`src/rtl/wsmr_mul.sv`:
```
// Iterative 64 by 64 bit multiplier that keeps the low 64 bits of the product.
// It uses one 32 by 32 bit multiplier for the partial products LL, LH and HL in turn and accumulates them.
// It has no dependencies. The hash top level instantiates it.
module wsmr_mul (
   input  logic        clock,
   input  logic        reset,
   input  logic        start,
   input  logic [63:0] op_a,
   input  logic [63:0] op_b,
   output logic        done,
   output logic [63:0] product
);

   localparam logic [1:0] PH_LL = 2'd0;
   localparam logic [1:0] PH_LH = 2'd1;
   localparam logic [1:0] PH_HL = 2'd2;

   logic [63:0] a_ff, a_in, b_ff, b_in, acc_ff, acc_in;
   logic [1:0]  phase_ff, phase_in;
   logic        busy_ff, busy_in, done_ff, done_in;
   logic [31:0] mx, my;
   logic [63:0] mp;

   always_comb begin
      case (phase_ff)
         PH_LL: begin
            mx = a_ff[31:0];
            my = b_ff[31:0];
         end
         PH_LH: begin
            mx = a_ff[31:0];
            my = b_ff[63:32];
         end
         default: begin
            mx = a_ff[63:32];
            my = b_ff[31:0];
         end
      endcase
      mp = {32'h0, mx} * {32'h0, my};
   end

   always_comb begin
      a_in     = a_ff;
      b_in     = b_ff;
      acc_in   = acc_ff;
      phase_in = phase_ff;
      busy_in  = busy_ff;
      done_in  = 1'b0;
      if (start) begin
         a_in     = op_a;
         b_in     = op_b;
         phase_in = PH_LL;
         busy_in  = 1'b1;
      end else if (busy_ff) begin
         case (phase_ff)
            PH_LL: begin
               acc_in   = mp;
               phase_in = PH_LH;
            end
            PH_LH: begin
               acc_in   = acc_ff + {mp[31:0], 32'h0};
               phase_in = PH_HL;
            end
            default: begin
               acc_in   = acc_ff + {mp[31:0], 32'h0};
               phase_in = PH_LL;
               busy_in  = 1'b0;
               done_in  = 1'b1;
            end
         endcase
      end
   end

   always_ff @(posedge clock) begin
      a_ff   <= a_in;
      b_ff   <= b_in;
      acc_ff <= acc_in;
      if (reset) begin
         phase_ff <= PH_LL;
         busy_ff  <= 1'b0;
         done_ff  <= 1'b0;
      end else begin
         phase_ff <= phase_in;
         busy_ff  <= busy_in;
         done_ff  <= done_in;
      end
   end

   assign done    = done_ff;
   assign product = acc_ff;

endmodule

```
`config.mk`:
```
export PLATFORM = sky130hd
export DESIGN_NAME = wsmr_mul
export DESIGN_NICKNAME = d
export VERILOG_FILES = /design/src/rtl/wsmr_mul.sv
export SDC_FILE = /design/constraint.sdc
export NUM_CORES = 2
export LEC_CHECK = 0
export BUFFER_PORTS_ARGS = -buffer_cell sky130_fd_sc_hd__buf_4
export CAP_MARGIN = 10
export CORE_UTILIZATION = 50
export CTS_CLUSTER_DIAMETER = 80
export DETAILED_ROUTE_END_ITERATION = 8
export PLACE_DENSITY = 0.67
export SYNTH_ARGS = -nofsm -noshare
export SYNTH_HDL_FRONTEND = slang
export SYNTH_SLANG_ARGS = --single-unit
```
`constraint.sdc`:
```
create_clock -name clock -period 12.3 [get_ports clock]
set_input_delay 0.615 -clock clock [delete_from_list [all_inputs] [get_ports clock]]
set_output_delay 0.615 -clock clock [all_outputs]
set_load 0.1 [all_outputs]
```
**Yosys cells after proc, flatten, opt, wreduce, memory -nomap -nowiden**

Index checks and enable logic that the tools add are counted.

- Add/subtract/negate cells: 1
- Multiply operators: 1
- Equal/unequal tests: 1
- Muxes and demuxes: 8
- Bitwise operators: 2
- Reductions and logical operators: 5

Operators by type and width:

| cell | count |
|---|---|
| adder 64 bit | 1 |
| multiplier 32 x 32 -> 64 bit | 1 |
| 2-to-1 mux 32 bit | 2 |
| 2-to-1 mux 64 bit | 1 |
| 2-to-1 mux 1 bit | 4 |
| one-hot mux 2 bit (2 select lines) | 1 |
| OR reduction 2 bit | 2 |
| OR reduction 3 bit | 1 |
| == test 2 x 1 -> 1 bit (second input constant) | 1 |
| zero test 2 bit | 1 |
| NOT 1 bit | 2 |
| AND reduction 2 bit | 1 |

- Register bits: 196
- Output and inout bits: 65
- Word-level logic and storage cells: 24

**Longest topological paths before layout**

- Word-level depth: 6
- Gate-level depth with buffers: 39
- Mapped depth without buffers: 34

**Least setup slack after synthesis**

OpenSTA, ideal clock, no wires.

- Path kind: reg2reg
- Start point: register phase_ff[1]
- End point: register acc_ff[63] (netlist: product[63]), data pin
- Arrival: 9.226 ns
- Data required time: 12.037 ns
- Path slack: 2.811 ns
- Cell stages (with the launch flop): 37
- Path buffers: 6
- Clock period less this slack: 9.489 ns
- Cell sequence: dfxtp_1 -> clkbuf_1 -> nand2b_1 -> clkbuf_1 -> clkbuf_1 -> mux2i_1 -> clkbuf_1 -> nor2_1 -> fa_1 -> fa_1 -> fa_1 -> inv_1 -> fa_1 -> inv_1 -> fa_1 -> inv_1 -> fa_1 -> inv_1 -> fa_1 -> fa_1 -> ha_1 -> buf_2 -> and4_1 -> nor3b_1 -> a211oi_1 -> o22ai_1 -> xor2_1 -> ha_1 -> clkbuf_1 -> nand2_1 -> a21oi_1 -> and4_1 -> a21boi_1 -> o2111ai_1 -> and3_1 -> mux2i_1 -> nand3_1

- Cells in the longest elaborated chain, start to end: 6

RTL lines:

| element | line | RTL |
|---|---|---|
| start: declaration | 19 | `logic [1:0] phase_ff, phase_in;` |
| start signal: assignment | 83 | `phase_ff <= phase_in;` |
| == test 2 x 1 -> 1 bit / zero test 2 bit (equally long branches) | 25, 55 |  |
| OR reduction 2 bit (no line) | -- |  |
| 2-to-1 mux 32 bit | 25 | `case (phase_ff)` |
| multiplier 32 x 32 -> 64 bit | 39 | `mp = {32'h0, mx} * {32'h0, my};` |
| adder 64 bit | 61, 65 |  |
| 2-to-1 mux 64 bit * | -- |  |
| end signal: assignment | 77 | `acc_ff <= acc_in;` |
| end: declaration | 18 | `logic [63:0] a_ff, a_in, b_ff, b_in, acc_ff, acc_in;` |

Every way passes the cells marked *; elsewhere a longest branch is shown, timed or not.
A chain may end at the register's enable or synchronous reset.

**Final worst setup path**

Same ends and word-level chain as after synthesis.

==> flow_summary.toml <==
[clock_tree]
tritoncts_sink_count = 196
htreeDepth = 4
path_clk_slew_ns = 0.09
clock_root_buffer = "sky130_fd_sc_hd__clkbuf_16"
cts_setup_buffers = 0
clk-insertion-delay-late_ns = 0.51
cts_resized = 0
cts_hold_buf = 0
clock_tree_from_tritoncts = "built"
clockBufferDepth = 2
cts_buffers = 17

[floorplan]
top_level_ports = 196
fp.dieH_um = 289
rows = 105
initial_core_util_pct = 50.4
core_region_area_mm2 = 0.0820
chipWidth_um = 289
dieArea_mm2 = 0.0838

[min_path]
worst_hold_path_type = "input pin to flip-flop"
worst_hold_path.num_cells = 1

[critical_path]
critical_path.max_fanout = 41
critical_path_start_end_classification = "flip-flop to flip-flop"
required_time_at_the_worst_slack_endpoint_ns = 12.55
worstPathArrival_ns = 10.94
crit_path_start_kind = "flip-flop"
rr_worst_depth = 35
largest_stage_delay_on_the_critical_path_ns = 1.02
crit_path_end_kind = "flip-flop"
worst_path_most_repeated_cell = "sky130_fd_sc_hd__fa_1"
critical_path_slowest_stage_cell = "sky130_fd_sc_hd__mux2i_2"

[timing]
clock_skew_ns = 0.0134
hold_violations = 0
fin_setup_tns_ns = 0
rsz0062_at_grt = "no"
highest_clock_rate_mhz = 93.6
final_max_slew_viol_count = 0
setup-violations-final = 0
timing.final.ws_setup_ns = 1.61
max-slew-margin-rel_pct = 15.5
final_min_period_over_clock_period_pct = 86.9
measured_slew_at_the_worst_slew_check_pin_ns = 1.24
timing.final.crit_period_ns = 10.69
finalHoldWorstSlack_ns = 0.274

[logic_synthesis]
ys_top_cells_by_area = "sky130_fd_sc_hd__fa_1 43%, sky130_fd_sc_hd__edfxtp_1 14%, sky130_fd_sc_hd__ha_1 9.0%, sky130_fd_sc_hd__inv_1 7.9%, sky130_fd_sc_hd__nand2_1 6.7%"
synth_largest_area_cell = "sky130_fd_sc_hd__fa_1"
synth_cells = 4357
count_of_unique_library_cells_instantiated_by_yosys = 73
yosys.area_share.xor_xnor_pct = 1.75
post_synth_instance_area_mm2 = 0.0413
synth_edf_count = 192
synth_simple_gate_area_share_pct = 13.4
post_synth.cell_area_avg_um2 = 9.48
synth.area.mux_share_pct = 3.24
synth_top_area_share_pct = 43.5
synth_top_flop_cell = "sky130_fd_sc_hd__edfxtp_1"
synth_top_family_by_area = "adder cells"
ys.warnings.count = 0
synthesis.nets = 5681
synth_seq_cells = 196
synth.yosys.seq_area_share_pct = 14.1
synth_adder_area_share_pct = 52.4
synth_async_sr_flop_share_pct = 0
synth-compound-area-share_pct = 5.15

[global_routing]
grt_max_degree = 74
first_global_vias = 33200
overflow = 0
global_route.usage.total_pct = 32.1
grt_antenna_before_repair = 2
grt_pass1_wl_um = 198000

[routing]
vias_per_cell = 5.71
drt_pass1_iterations = 6
routedWlPerCell_um = 23.3
detail-route-antenna-nets = 0
1st_iter_drt_viols = 2926
via_count = 31500
drcViolationCount = 0
drt_wl_total_um = 128000

[flow_run]
drv.max_cap_violation_count = 0

[finish]
n_antenna_cell = 0
layout-drive-gt1-share_pct = 9.08
fillerInstances = 7394
area.growth.synth_to_final_pct = 7.96
final_net_count = 5758

[placement]
port_buffers = 195
finalWeightedCongestion = 0.990
pre_cts_slack_ns = 1.57
dp.final_hpwl_um = 104000

[run_status]
run_status = "finished, final reports clean"
[registers in the layout, summed over array words and instances, names as in the netlist]
register and cells:
done 1, phase_ff 2, busy_ff 1, a_ff 64, b_ff 64, product 64
[layout by cell type (no fill, tap or decap), types with 4 or more instances in the layout]
cell type	count
sky130_fd_sc_hd__nor3_1	22
sky130_fd_sc_hd__nor4_1	5
sky130_fd_sc_hd__nand2_1	736
sky130_fd_sc_hd__a21o_1	50
sky130_fd_sc_hd__o21ai_1	26
sky130_fd_sc_hd__a211oi_1	13
sky130_fd_sc_hd__a21oi_1	112
sky130_fd_sc_hd__inv_1	873
sky130_fd_sc_hd__xnor2_1	46
sky130_fd_sc_hd__o21ai_0	38
sky130_fd_sc_hd__fa_1	897
sky130_fd_sc_hd__ha_1	296
sky130_fd_sc_hd__xor2_1	34
sky130_fd_sc_hd__buf_4	267
sky130_fd_sc_hd__inv_6	4
sky130_fd_sc_hd__nand3_1	25
sky130_fd_sc_hd__mux2i_1	44
sky130_fd_sc_hd__o21bai_1	17
sky130_fd_sc_hd__a221oi_1	6
sky130_fd_sc_hd__nand2b_1	14
sky130_fd_sc_hd__a31oi_1	11
sky130_fd_sc_hd__mux2_2	61
sky130_fd_sc_hd__nand4_1	25
sky130_fd_sc_hd__o211ai_1	13
sky130_fd_sc_hd__nor2b_1	12
sky130_fd_sc_hd__mux2i_4	6
sky130_fd_sc_hd__and2_1	51
sky130_fd_sc_hd__o21a_1	9
sky130_fd_sc_hd__o2111ai_1	5
sky130_fd_sc_hd__or3_1	7
sky130_fd_sc_hd__inv_8	4
sky130_fd_sc_hd__and3_1	9
sky130_fd_sc_hd__clkbuf_16	17
sky130_fd_sc_hd__mux2i_2	14
sky130_fd_sc_hd__nor2_1	412
sky130_fd_sc_hd__edfxtp_1	192
sky130_fd_sc_hd__nor3b_1	4
[final timing paths]
path,startpoint,end,slack (ns)
max,phase_ff[1],product[63],1.61
min reg2reg,busy_ff,done,0.49
min,op_b[15],b_ff[15],0.27
max reg2reg,phase_ff[1],product[63],1.61
[cells in the mapped netlist, types with 6 or more instances]
| library cell | instances |
|---|---|
| sky130_fd_sc_hd__a211oi_1 | 13 |
| sky130_fd_sc_hd__a21o_1 | 50 |
| sky130_fd_sc_hd__a21oi_1 | 112 |
| sky130_fd_sc_hd__a221oi_1 | 6 |
| sky130_fd_sc_hd__a31oi_1 | 11 |
| sky130_fd_sc_hd__and2_1 | 51 |
| sky130_fd_sc_hd__and3_1 | 9 |
| sky130_fd_sc_hd__buf_1 | 10 |
| sky130_fd_sc_hd__buf_2 | 16 |
| sky130_fd_sc_hd__clkbuf_1 | 184 |
| sky130_fd_sc_hd__edfxtp_1 | 192 |
| sky130_fd_sc_hd__fa_1 | 897 |
| sky130_fd_sc_hd__ha_1 | 296 |
| sky130_fd_sc_hd__inv_1 | 873 |
| sky130_fd_sc_hd__mux2_2 | 61 |
| sky130_fd_sc_hd__mux2i_1 | 64 |
| sky130_fd_sc_hd__nand2_1 | 736 |
| sky130_fd_sc_hd__nand2b_1 | 15 |
| sky130_fd_sc_hd__nand3_1 | 25 |
| sky130_fd_sc_hd__nand4_1 | 25 |
| sky130_fd_sc_hd__nor2_1 | 414 |
| sky130_fd_sc_hd__nor2b_1 | 12 |
| sky130_fd_sc_hd__nor3_1 | 23 |
| sky130_fd_sc_hd__o211ai_1 | 13 |
| sky130_fd_sc_hd__o21a_1 | 9 |
| sky130_fd_sc_hd__o21ai_0 | 38 |
| sky130_fd_sc_hd__o21ai_1 | 26 |
| sky130_fd_sc_hd__o21bai_1 | 17 |
| sky130_fd_sc_hd__or3_1 | 7 |
| sky130_fd_sc_hd__xnor2_1 | 46 |
| sky130_fd_sc_hd__xor2_1 | 34 |
[layer usage]
layer / wire [um] / global-route usage, % / part of all wire [%] / vias to the layer above
met5: 0 / 0 / 0 / -
met4: 5990 / 13.9 / 4.7 / 0
met3: 13300 / 7.26 / 10 / 297
met2: 59100 / 50.6 / 46 / 1622
met1: 50000 / 42.6 / 39 / 16200
li1: - / - / - / 13400
[worst max-delay path: cells and delay by family, from the launching register on]
family          cells  cell delay [ns]
simple gates        5             1.02
flops               1             0.51
mux                 2             1.19
buf+inv             5             0.50
xor+xnor            1             0.29
fa+ha+maj          10             4.22
compound gates     12             2.60
[cells by family (layout without fill, tap and decap cells)]
group / Yosys count / after routing
mux: 126 / 126
simple gates: 1344 / 1344
fa+ha+maj: 1193 / 1193
xor+xnor: 81 / 81
compound gates: 333 / 333
flops: 196 / 196
buf+inv: 1084 / 1174
[cell type report]
| type | instances | area, um^2 | area share [%] |
|---|---|---|---|
| clock buffers | 18 | 429 | 0.962 |
| clock inverters | 14 | 153 | 0.342 |
| inverters | 873 | 3280 | 7.35 |
| multi-input cells | 3077 | 31500 | 70.7 |
| flip-flops and latches | 196 | 5850 | 13.1 |
| well taps | 1070 | 1340 | 3.00 |
| repair buffers | 269 | 2030 | 4.54 |
[through the flow]
step                cells  area (um^2)  util, %
CTS                  5516        44600     54.4
floorplan            4357        41300        -
detailed placement   5484        44000     53.7
finish               5517        44600     54.4
global placement     5484        44000     53.7
global route         5517        44600     54.4
Power is left out: the tool's default activity adds up to more than one toggle a clock period on the data nets, which glitch-free logic cannot reach.
